File: src/rtl/core/tmcw_pkg.sv
`timescale 1ns / 1ps
// ----------------------------------------------------------------------------
// tmcw_pkg
// Shared types and constants of the text mode console writer.
// ----------------------------------------------------------------------------
package tmcw_pkg;

    localparam int POS_W    = 11;
    localparam int CELL_W   = 16;
    localparam int CHAR_W   = 8;
    localparam int RADDR_W  = 11;
    localparam int CMD_W    = 2;
    localparam int CFG_W    = 4;
    localparam int CFG_IDX_W = 1;
    localparam int QDEPTH   = 2;   // power of two

    localparam logic [CMD_W-1:0] CMD_PUT   = 2'd0;
    localparam logic [CMD_W-1:0] CMD_CLEAR = 2'd1;
    localparam logic [CMD_W-1:0] CMD_READ  = 2'd2;

    localparam logic [CFG_IDX_W-1:0] CFG_FG = 1'b0;
    localparam logic [CFG_IDX_W-1:0] CFG_BG = 1'b1;

    localparam logic [CHAR_W-1:0] CH_NEWLINE   = 8'd10;
    localparam logic [CHAR_W-1:0] CH_BACKSPACE = 8'd8;
    localparam logic [CHAR_W-1:0] CH_SPACE     = 8'h20;

    localparam logic [CFG_W-1:0] FG_RESET = 4'd7;
    localparam logic [CFG_W-1:0] BG_RESET = 4'd0;
    localparam logic [CELL_W-1:0] RESET_CELL = 16'h0720;

    localparam int OP_W = 3;
    localparam logic [OP_W-1:0] OP_PUT       = 3'd0;
    localparam logic [OP_W-1:0] OP_NEWLINE   = 3'd1;
    localparam logic [OP_W-1:0] OP_BACKSPACE = 3'd2;
    localparam logic [OP_W-1:0] OP_CLEAR     = 3'd3;
    localparam logic [OP_W-1:0] OP_READ      = 3'd4;
    localparam logic [OP_W-1:0] OP_NOP       = 3'd5;

    typedef struct packed {
        logic [OP_W-1:0]    kind;
        logic [CHAR_W-1:0]  char_code;
        logic [RADDR_W-1:0] addr;
    } op_t;

    typedef struct packed {
        logic valid;
        logic full;
    } queue_status_t;

endpackage

File: src/rtl/core/tmcw_queue.sv
`timescale 1ns / 1ps
// ----------------------------------------------------------------------------
// tmcw_queue
// Short operation queue between the front and back ends.
// ----------------------------------------------------------------------------
module tmcw_queue (
    input  logic                    clk,
    input  logic                    rst_n,
    input  logic                    push,
    input  tmcw_pkg::op_t           push_op,
    input  logic                    pop,
    output tmcw_pkg::op_t           head_op,
    output tmcw_pkg::queue_status_t status
);
    import tmcw_pkg::*;

    localparam int PW = (QDEPTH > 1) ? $clog2(QDEPTH) : 1;

    op_t          entry_reg [QDEPTH];
    logic [PW-1:0] wr_ptr_reg, wr_ptr_next;
    logic [PW-1:0] rd_ptr_reg, rd_ptr_next;
    logic [PW:0]   count_reg, count_next;

    always_comb
    begin
        wr_ptr_next = wr_ptr_reg;
        rd_ptr_next = rd_ptr_reg;
        count_next  = count_reg;
        if (push)
        begin
            wr_ptr_next = wr_ptr_reg + 1'b1;
        end
        if (pop)
        begin
            rd_ptr_next = rd_ptr_reg + 1'b1;
        end
        if (push && !pop)
        begin
            count_next = count_reg + 1'b1;
        end
        else if (pop && !push)
        begin
            count_next = count_reg - 1'b1;
        end
    end

    always_ff @(posedge clk or negedge rst_n)
    begin
        if (!rst_n)
        begin
            wr_ptr_reg <= '0;
            rd_ptr_reg <= '0;
            count_reg  <= '0;
        end
        else
        begin
            wr_ptr_reg <= wr_ptr_next;
            rd_ptr_reg <= rd_ptr_next;
            count_reg  <= count_next;
        end
    end

    always_ff @(posedge clk)
    begin
        if (push)
        begin
            entry_reg[wr_ptr_reg] <= push_op;
        end
    end

    assign head_op      = entry_reg[rd_ptr_reg];
    assign status.valid = (count_reg != '0);
    assign status.full  = (count_reg == (PW+1)'(QDEPTH));

endmodule

File: config.mk
export PLATFORM = sky130hd
export DESIGN_NAME = tmcw_queue
export DESIGN_NICKNAME = d
export VERILOG_FILES = /design/src/rtl/core/tmcw_pkg.sv /design/src/rtl/core/tmcw_queue.sv
export SDC_FILE = /design/constraint.sdc
export NUM_CORES = 1
export LEC_CHECK = 0
export BUFFER_PORTS_ARGS = -buffer_cell sky130_fd_sc_hd__buf_2
export CAP_MARGIN = 20
export CORE_MARGIN = 3
export CORE_UTILIZATION = 40
export DETAILED_ROUTE_END_ITERATION = 12
export PLACE_DENSITY_LB_ADDON = 0.08
export SETUP_SLACK_MARGIN = 0.05
export SYNTH_ARGS = -nofsm -noshare
export SYNTH_HDL_FRONTEND = slang
export SYNTH_SLANG_ARGS = --single-unit
export TNS_END_PERCENT = 50
File: constraint.sdc
create_clock -name clk -period 3.3 [get_ports clk]
set_clock_uncertainty 0.1 [all_clocks]
set_input_delay 0.66 -clock clk [delete_from_list [all_inputs] [get_ports clk]]
set_output_delay 0.66 -clock clk [all_outputs]
set_load 0.1 [all_outputs]
==> results.cfg <==
[floorplanning]
start_util_pct = 43.0
core_sq_um = 4140
die_w_um = 72.7
die-area_sq_um = 5290
die_y_um = 72.7
ios = 50
row_count = 23

[critical_path]
timing.rr.start = wr_ptr_reg$_DFFE_PN0P_
start_kind = flop
crit_path_end_kind = output port
crit_required_ns = 2.54
endpoint = head_op[17]
crit_start = rd_ptr_reg$_DFFE_PN0P_
reg2regPathDepth = 2
crit_type = flop to output port
rrSetupSlack_ns = 2.04
reg2reg_to = entry_reg[1][13]$_DFFE_PP_
cp_max_fo = 16
cp.arrival_ns = 1.81

[sta]
slew_viol_final = 0
worstMarginPinSlew_ns = 0.494
finalCritPeriodShare_pct = 78.0
rsz0062_at_grt = no
setup_viol = 0
finalHoldViolCount = 0
fmax_ghz = 0.388
tns_ns = 0
max_slew_margin_pct = 67.3
period_needed_ns = 2.57

[logic_synthesis]
ys_warn_count = 0
syn_area_per_cell_sq_um = 21.2
yosysTopAreaCell = edfxtp_1
syn-num-nets = 111
async_flop_share_pct = 8.33
synth_edf_count = 44
ys_top_cells_by_count = edfxtp_1, mux2_2, dfrtp_1, xor2_1
synthesis.area_sq_um = 1780
synth_cell_type_count = 12
ys_seq_elements = 48
syn_inst = 84
ys.flop_type = edfxtp_1
synth_most_common_cell = edfxtp_1
yosys.area.top_type_share_pct = 74.2
yosysSeqAreaShare_pct = 79.8
ys_top_cells_by_area = edfxtp_1, mux2_2, dfrtp_1, xor2_1, buf_6

[cells_and_area]
layout-area-overhead-vs-synth_pct = 22.1
final_net_count = 168
largest_reg_flops = 44
num-fill-cells = 358
multiInputGateArea_sq_um = 335
seqCellArea_sq_um = 1420
drive_gt1_share_pct = 57.7
diodes = 0

[global_routing]
busiest_layer = met2
antenna_found_initial = 0
use_met1_pct = 12.8
grt_max_degree = 23
use_met2_pct = 20.3
gr-usage-met3_pct = 5.10
grt_pass1_wl_mm = 4.51
grt_pass1_vias = 991
grt_use_total_pct = 11.9
grt_overflow = 0

[cts]
cts_hold_buf = 0
post_cts_buffers = 0
clk_latency_ns = 0.29
clock_path_buffers = 2
numCtsBuffers = 5
clk_pin_slew_worst_paths_ns = 0.08
cts-resized-gates = 0
htree_levels = 2
clock-sinks = 48
cts-root-buf = clkbuf_8
cts_tree = yes

[route]
finalWirelength_mm = 2.93
via_per_inst = 4.77
ant_nets = 0
dr.pass1.iters = 3
wl_per_cell_um = 15.3
drt_iter0_drc = 33
num_vias = 915
route.detailed.drc = 0

[placement]
portBuffers = 49
post-dp-hpwl_mm = 1.97
place_congestion = 0.707

[run_status]
status = complete, no violations

[worst_hold_path]
hp-class = input pin to asynchronous set/reset pin

[job]
maxCapViolCount = 0
[critical path, stage by stage (launching register included)]
cell and delay, ns:
dfrtp_1 0.54, buf_4 0.31, mux2_2 0.37, buf_2 0.29
[cell families (layout without fill, tap and decap cells)]
logic type	after synthesis	count (layout)	synth area share, %
xor+xnor	5	5	2.46
fa+ha+maj	1	1	0.703
buf+inv	3	61	1.48
flops	48	48	79.8
mux	22	22	13.9
simple gates	5	5	1.62
[metrics by stage]
| step | area (sq um) | instances | util [%] | hold WS [ns] | worst slack, ns |
|---|---|---|---|---|---|
| floorplan | 1780 | 84 | - | 0.264 | 0.791 |
| global placement | 2090 | 184 | 50.5 | 0.365 | 1.05 |
| detailed placement | 2090 | 184 | 50.5 | 0.367 | 1.03 |
| CTS | 2170 | 192 | 52.5 | 0.0511 | 0.691 |
| global route | 2170 | 192 | 52.5 | 0.0464 | 0.636 |
| finish | 2170 | 192 | 52.5 | 0.0603 | 0.726 |
[layer usage]
layer | share of wire [%] | routed length (um) | up-vias
met1 | 38 | 1110 | 444
met4 | 1.2 | 36 | 0
met5 | 0 | 0 | -
met3 | 7.8 | 230 | 5
li1 | - | - | 436
met2 | 53 | 1550 | 30
[area by class of cell]
type	count	area share, %
Sequential cell	48	65.4
Clock buffer	6	3.34
Multi-Input combinational cell	33	15.4
Inverter	1	0.173
Timing Repair Buffer	52	12.3
Clock inverter	2	0.518
Tap cell	50	2.88
[how the worst min path moves through the flow]
stage | endpoint | slack [ns] | depth (start not counted)
after floorplan | count_reg[0]$_DFFE_PN0P_ | 0.26 | 0
after global placement | count_reg[1]$_DFFE_PN0P_ | 0.36 | 1
after detailed placement | count_reg[1]$_DFFE_PN0P_ | 0.37 | 1
after CTS | count_reg[1]$_DFFE_PN0P_ | 0.05 | 1
after global routing | count_reg[0]$_DFFE_PN0P_ | 0.05 | 1
final | count_reg[1]$_DFFE_PN0P_ | 0.06 | 1
[layout by cell type, fill, tap and decap left out]
cell and instances:
dfrtp_1 4, buf_4 3, nor2b_1 1, xnor2_1 1
clkinvlp_4 1, nor2_1 1, or2_2 1, clkbuf_1 1
buf_2 49, clkbuf_8 5, mux2_2 22, ha_1 1
clkinv_1 1, nor2b_2 1, and2_1 1, xor2_1 4
edfxtp_1 44, inv_1 1
Power is not shown: default switching activity piles up to over one toggle a cycle in this logic, so the estimate is an artifact.
