$ cat src/rtl/core/tmcw_pkg.sv
`timescale 1ns / 1ps
// ----------------------------------------------------------------------------
// tmcw_pkg
// Shared types and constants of the text mode console writer.
// ----------------------------------------------------------------------------
package tmcw_pkg;

    localparam int POS_W    = 11;
    localparam int CELL_W   = 16;
    localparam int CHAR_W   = 8;
    localparam int RADDR_W  = 11;
    localparam int CMD_W    = 2;
    localparam int CFG_W    = 4;
    localparam int CFG_IDX_W = 1;
    localparam int QDEPTH   = 2;   // power of two

    localparam logic [CMD_W-1:0] CMD_PUT   = 2'd0;
    localparam logic [CMD_W-1:0] CMD_CLEAR = 2'd1;
    localparam logic [CMD_W-1:0] CMD_READ  = 2'd2;

    localparam logic [CFG_IDX_W-1:0] CFG_FG = 1'b0;
    localparam logic [CFG_IDX_W-1:0] CFG_BG = 1'b1;

    localparam logic [CHAR_W-1:0] CH_NEWLINE   = 8'd10;
    localparam logic [CHAR_W-1:0] CH_BACKSPACE = 8'd8;
    localparam logic [CHAR_W-1:0] CH_SPACE     = 8'h20;

    localparam logic [CFG_W-1:0] FG_RESET = 4'd7;
    localparam logic [CFG_W-1:0] BG_RESET = 4'd0;
    localparam logic [CELL_W-1:0] RESET_CELL = 16'h0720;

    localparam int OP_W = 3;
    localparam logic [OP_W-1:0] OP_PUT       = 3'd0;
    localparam logic [OP_W-1:0] OP_NEWLINE   = 3'd1;
    localparam logic [OP_W-1:0] OP_BACKSPACE = 3'd2;
    localparam logic [OP_W-1:0] OP_CLEAR     = 3'd3;
    localparam logic [OP_W-1:0] OP_READ      = 3'd4;
    localparam logic [OP_W-1:0] OP_NOP       = 3'd5;

    typedef struct packed {
        logic [OP_W-1:0]    kind;
        logic [CHAR_W-1:0]  char_code;
        logic [RADDR_W-1:0] addr;
    } op_t;

    typedef struct packed {
        logic valid;
        logic full;
    } queue_status_t;

endpackage

$ cat src/rtl/core/tmcw_front.sv
`timescale 1ns / 1ps
// ----------------------------------------------------------------------------
// tmcw_front
// Accepts input items and sorts them into operations for the back end.
// ----------------------------------------------------------------------------
module tmcw_front #(
    parameter int COLUMNS = 80,
    parameter int ROWS    = 25
) (
    input  logic                          in_valid,
    output logic                          in_stall,
    input  logic [tmcw_pkg::CMD_W-1:0]    cmd,
    input  logic [tmcw_pkg::CHAR_W-1:0]   char_code,
    input  logic [tmcw_pkg::RADDR_W-1:0]  read_address,
    input  tmcw_pkg::queue_status_t       q_status,
    input  logic                          init_busy,
    output logic                          push,
    output tmcw_pkg::op_t                 push_op
);
    import tmcw_pkg::*;

    localparam int CELLS = ROWS * COLUMNS;

    logic in_range;

    assign in_stall = q_status.full || init_busy;
    assign push     = in_valid && !in_stall;
    assign in_range = (32'(read_address) < 32'(CELLS));

    always_comb
    begin
        push_op.char_code = char_code;
        push_op.addr      = read_address;
        case (cmd)
            CMD_PUT:
            begin
                if (char_code == CH_NEWLINE)
                begin
                    push_op.kind = OP_NEWLINE;
                end
                else if (char_code == CH_BACKSPACE)
                begin
                    push_op.kind = OP_BACKSPACE;
                end
                else
                begin
                    push_op.kind = OP_PUT;
                end
            end
            CMD_CLEAR: push_op.kind = OP_CLEAR;
            CMD_READ:  push_op.kind = in_range ? OP_READ : OP_NOP;
            default:   push_op.kind = OP_NOP;
        endcase
    end

endmodule

$ cat config.mk
export PLATFORM = sky130hd
export DESIGN_NAME = tmcw_front
export DESIGN_NICKNAME = d
export VERILOG_FILES = /design/src/rtl/core/tmcw_pkg.sv /design/src/rtl/core/tmcw_front.sv
export SDC_FILE = /design/constraint.sdc
export NUM_CORES = 1
export LEC_CHECK = 0
export ABC_AREA = 0
export CAP_MARGIN = 30
export CORE_AREA = 2 2 39 41
export DETAILED_ROUTE_END_ITERATION = 10
export DIE_AREA = 0 0 41 43
export DONT_BUFFER_PORTS = 1
export PLACE_DENSITY = 0.37
export SYNTH_ARGS = -nofsm -noshare
export SYNTH_HDL_FRONTEND = slang
export SYNTH_SLANG_ARGS = --single-unit
$ cat constraint.sdc
create_clock -name vclk -period 1.35
set_input_delay 0.2025 -clock vclk [all_inputs]
set_output_delay 0.2025 -clock vclk [all_outputs]
set_load 0.02 [all_outputs]
==> results of run 1 <==
-- power groups by stage --
stage	sequential, µW	combinational [µW]	clock, µW
3_3_place_gp	0	22.7	0
6_report	0	22.4	0
3_5_place_dp	0	22.8	0
2_1_floorplan	0	104	0
5_1_grt	0	24.8	0
4_1_cts	0	22.9	0
-- worst max-delay path by stage --
stage               from           to  slack (ps)  cells after the start
2_1_floorplan     cmd[1]  push_op[20]         240                      3
3_3_place_gp   init_busy         push         260                      2
3_5_place_dp      cmd[1]  push_op[20]         250                      4
4_1_cts           cmd[1]  push_op[20]         250                      4
5_1_grt           cmd[1]  push_op[20]         160                      4
6_report          cmd[1]  push_op[20]         270                      4
-- cells in the final DEF, fill, tap and decap left out --
cell      instances
o211ai_1          2
inv_1             2
nand4_1           1
nor4_4            1
nor4b_2           1
nand3_1           1
nand2_1           1
o22ai_1           1
or2_2             1
nor2_1            1
buf_4             1
-- routing by layer --
layer / up-vias / routed length, µm / track usage
met4: 0 / 0 / 0
met3: 0 / 122 / 0.02094
met1: 48 / 88 / 0.03165
met2: 20 / 211 / 0.07500
li1: 49 / - / -
met5: - / 0 / 0
-- stage by stage --
step | hold WS [ps] | setup WS, ps | total power (µW) | std cells | cell area (µm²)
floorplan | 517.6 | 242.2 | 104.0 | 32 | 236.5
global placement | 405.1 | 260.9 | 22.74 | 29 | 117.6
detailed placement | 405.1 | 251.9 | 22.83 | 29 | 117.6
CTS | 405.1 | 247.6 | 22.87 | 29 | 117.6
global route | 405.0 | 155.7 | 24.78 | 29 | 117.6
finish | 405.0 | 269.6 | 22.39 | 29 | 117.6
-- cell type report --
cell class	count	area, µm²	share of cell area
Timing Repair Buffer	1	7.507	0.06383
Inverter	2	7.507	0.06383
Multi-Input combinational cell	10	82.58	0.7021
Tap cell	16	20.02	0.1702
-- logic make-up (layout without fill, tap and decap cells) --
family                 count (synthesis)  in the layout
AO/OA/AOI/OAI                          3              3
buffers and inverters                 22              3
AND/OR/NAND/NOR                        7              7
==> flow_summary.json, run 1 <==
{
  "status": "complete, no violations",
  "final.period_utilization": 0.8003,
  "drive_gt1_frac": 0.3077,
  "crit_path_start_kind": "input pin",
  "yosysMostFrequentCell": "buf_4",
  "yosys_warnings": 0,
  "cts_setup_buffers": 0,
  "whs_path_depth": 0,
  "final_antenna_net_count": 0,
  "grt_max_degree": 5,
  "ys_seq_area_frac": 0,
  "cp_max_fo": 4,
  "synth_top_area_frac": 0.6032,
  "seq_cells": 0,
  "pwr-share-seq": 0,
  "syn_area_per_cell_um2": 7.390,
  "drt_iter0_drc": 0,
  "final_core_util": 0.08499,
  "min_from": "read_address[2]",
  "worstPathRequired_ps": 1150,
  "clock_buffers": 0,
  "core_um2": 1384,
  "drt_wl_total_um": 422,
  "setup_viol": 0,
  "cp.arrival_ps": 880,
  "cpPeakStageDelay_ps": 290,
  "ir_drop_v": 0.00002647,
  "synthMuxAreaShare": 0,
  "track_usage": 0.03796,
  "diodes": 0,
  "synthSimpleGateAreaFrac": 0.2593,
  "maxSlewHeadroom": 0.6750,
  "leakagePower_uw": 0.00002906,
  "yosysTopAreaCell": "buf_4",
  "synth-adder-area-share": 0,
  "dieWidth_um": 41,
  "syn_inst": 32,
  "syn_nets": 57,
  "drv_cap": 0,
  "pwr-share-clk": 0,
  "rows": 14,
  "synth_top_family_by_area": "buffers and inverters",
  "num_vias": 117,
  "vias_per_cell": 4.034,
  "synth_common_cells": "19 x buf_4, 2 x inv_1, 2 x o211ai_1",
  "post_cts_resized": 0,
  "sw_frac_of_total": 0.5898,
  "cp_cell_sequence": "nor4b_2 -> nand2_1 -> o22ai_1 -> buf_4",
  "overflow": 0,
  "syn_area_um2": 236.5,
  "die_h_um": 43,
  "seq_area_um2": 0,
  "cts_hold_buffers": 0,
  "period_needed_ps": 1080,
  "antenna_found_initial": 0,
  "syn_to_final_growth_pct": -50.26,
  "p_per_area_nw_per_um2": 190.4,
  "ioPinCount": 49,
  "internal-power_uw": 9.185,
  "worst_pin_slew_ps": 485.4,
  "grt_pass1_vias": 106,
  "drt_first_pass_iters": 1,
  "endpoint_kind": "primary output",
  "cpMaxStageDelayCell": "nor4b_2",
  "die-area_um2": 1763,
  "drv_slew": 0,
  "globalplace.congestion": 0.4263,
  "wl_per_cell_um": 14.55,
  "portBuffers": 0,
  "finalSetupTns_ps": 0,
  "switchingPower_uw": 13.21,
  "synth_compound_area_frac": 0.08995,
  "synth_area_leaders": "buf_4 60%, nor4_4 9.0%, nor4b_2 6.3%",
  "synth_xor_area_frac": 0,
  "synthDistinctLibCells": 12,
  "nets": 40,
  "min_path_type": "input pin to primary output",
  "pwr-share-comb": 1.000,
  "crit_type": "input pin to primary output",
  "rsz0062_at_grt": "false",
  "clock.fmax_ghz": 0.9256,
  "crit_buf_inv": 1,
  "hold_violations": 0,
  "drc_errors": 0,
  "initial_core_util": 0.1709,
  "n_fill_cell": 164,
  "cp_top_family": "simple AND/OR/NAND/NOR gates",
  "grt_pass1_wl_um": 455,
  "min_to": "push_op[2]"
}
No activity file was read; power rests on OpenSTA's default activity.
==> run 2: changes to the inputs <==
- PLACE_DENSITY: 0.37 -> 0.38
- clock period: 1.35 -> 0.9 ns (I/O delays scaled with it)
==> run 2 against run 1 <==
First-iteration DRC count grew 2. Global-route usage grew 0.20 points. Critical path depth shrank 1. Clock-buffer cell count is the same. Largest cell class unchanged. Worst setup slack lost 250 ps. Utilization grew 1.8 points. Combinational power grew 85%. Via count shrank 0.85%. Sequential share of layout area is the same. Non-clock buffer count is the same. Critical path type unchanged. Flip-flop and latch count is the same. Final area grew 21%.
==> flow_summary.json, run 2 (synthesized netlist as in run 1, its figures left out) <==
{
  "overflow": 0,
  "grt_pass1_wl_um": 503,
  "seq_cells": 0,
  "dieWidth_um": 41,
  "grt_max_degree": 5,
  "cp_cell_sequence": "nor4b_4 -> nand3_1 -> o211ai_1",
  "wl_per_cell_um": 14.62,
  "crit_buf_inv": 0,
  "hold_violations": 0,
  "cp.arrival_ps": 750,
  "setup_viol": 0,
  "die_h_um": 43,
  "antenna_found_initial": 0,
  "min_to": "push_op[13]",
  "cpPeakStageDelay_ps": 270,
  "clock.fmax_ghz": 1.136,
  "track_usage": 0.03996,
  "most-common-layout-cells": "2 x o211ai_1, 2 x inv_1",
  "cpMaxStageDelayCell": "nor4b_4",
  "globalplace.congestion": 0.5318,
  "portBuffers": 0,
  "leakagePower_uw": 0.00003584,
  "die-area_um2": 1763,
  "finalSetupTns_ps": 0,
  "worstPathRequired_ps": 760,
  "drv_slew": 0,
  "period_needed_ps": 880.4,
  "crit_path_start_kind": "input pin",
  "drt_wl_total_um": 424,
  "p_per_area_nw_per_um2": 290.7,
  "status": "complete, no violations",
  "rsz0062_at_grt": "true",
  "clock_buffers": 0,
  "vias_per_cell": 4.000,
  "core_um2": 1384,
  "cp_max_fo": 2,
  "grt_pass1_vias": 100,
  "final_antenna_net_count": 0,
  "seq_area_um2": 0,
  "stdcell_count": 29,
  "cp_top_family": "simple AND/OR/NAND/NOR gates",
  "ir_drop_v": 0.00003818,
  "diodes": 0,
  "syn_to_final_growth_pct": -39.68,
  "whs_path_depth": 0,
  "pre_cts_ws_ps": -65.61,
  "crit_type": "input pin to primary output",
  "nets": 40,
  "cts_setup_buffers": 0,
  "num_vias": 116,
  "final_core_util": 0.1031,
  "drive_gt1_frac": 0.4615,
  "place_inst": 29,
  "min_path_type": "input pin to primary output",
  "worst_pin_slew_ps": 482.0,
  "ioPinCount": 49,
  "maxSlewHeadroom": 0.6773,
  "initial_core_util": 0.1709,
  "drv_cap": 0,
  "post-dp-hpwl_um": 407.7,
  "p_total_uw": 41.46,
  "min_from": "char_code[2]",
  "rows": 14,
  "endpoint_kind": "primary output",
  "drt_first_pass_iters": 2,
  "drt_iter0_drc": 2,
  "worst_slack_ps": 19.59,
  "cts_hold_buffers": 0,
  "final.period_utilization": 0.9782,
  "drc_errors": 0
}
==> run 2: power breakdown <==
| part | total [µW] | leakage (µW) | switching, µW | internal (µW) |
|---|---|---|---|---|
| clock network | 0 | 0 | 0 | 0 |
| logic | 41.5 | 0.0000358 | 22.1 | 19.4 |
| registers | 0 | 0 | 0 | 0 |
==> run 2: worst max path at each step <==
| stage | from | end | cells past startpoint |
|---|---|---|---|
| 6_report | char_code[2] | push_op[19] | 3 |
| 5_1_grt | char_code[5] | push_op[19] | 3 |
| 4_1_cts | char_code[2] | push_op[19] | 3 |
| 3_5_place_dp | cmd[1] | push_op[19] | 3 |
| 3_3_place_gp | cmd[1] | push_op[19] | 3 |
| 2_1_floorplan | cmd[1] | push_op[19] | 3 |
==> run 2: area by class of cell <==
class | instances | area [µm²]
multi-input combinational | 10 | 107.6
fill | 156 | 1241
tap | 16 | 20.02
timing repair buffer | 1 | 7.507
inverter | 2 | 7.507
==> run 2: through the flow <==
stage / cell area (µm²) / hold slack [ps]
final: 142.6 / 270.0
after global routing: 142.6 / 270.0
after CTS: 135.1 / 270.1
after detailed placement: 126.4 / 270.1
after global placement: 126.4 / 270.1
after floorplan: 245.2 / 371.2
==> run 2: timing repair <==
item,CTS,global route
endpoints found under the setup margin,2,2
pin swaps,3,0
resized for setup,1,1
==> run 2: per-layer routing <==
layer  track usage  routed length (µm)
met4             0                   0
met5             0                   0
met2       0.07188                 223
met3       0.02618                 101
met1       0.03797                  99
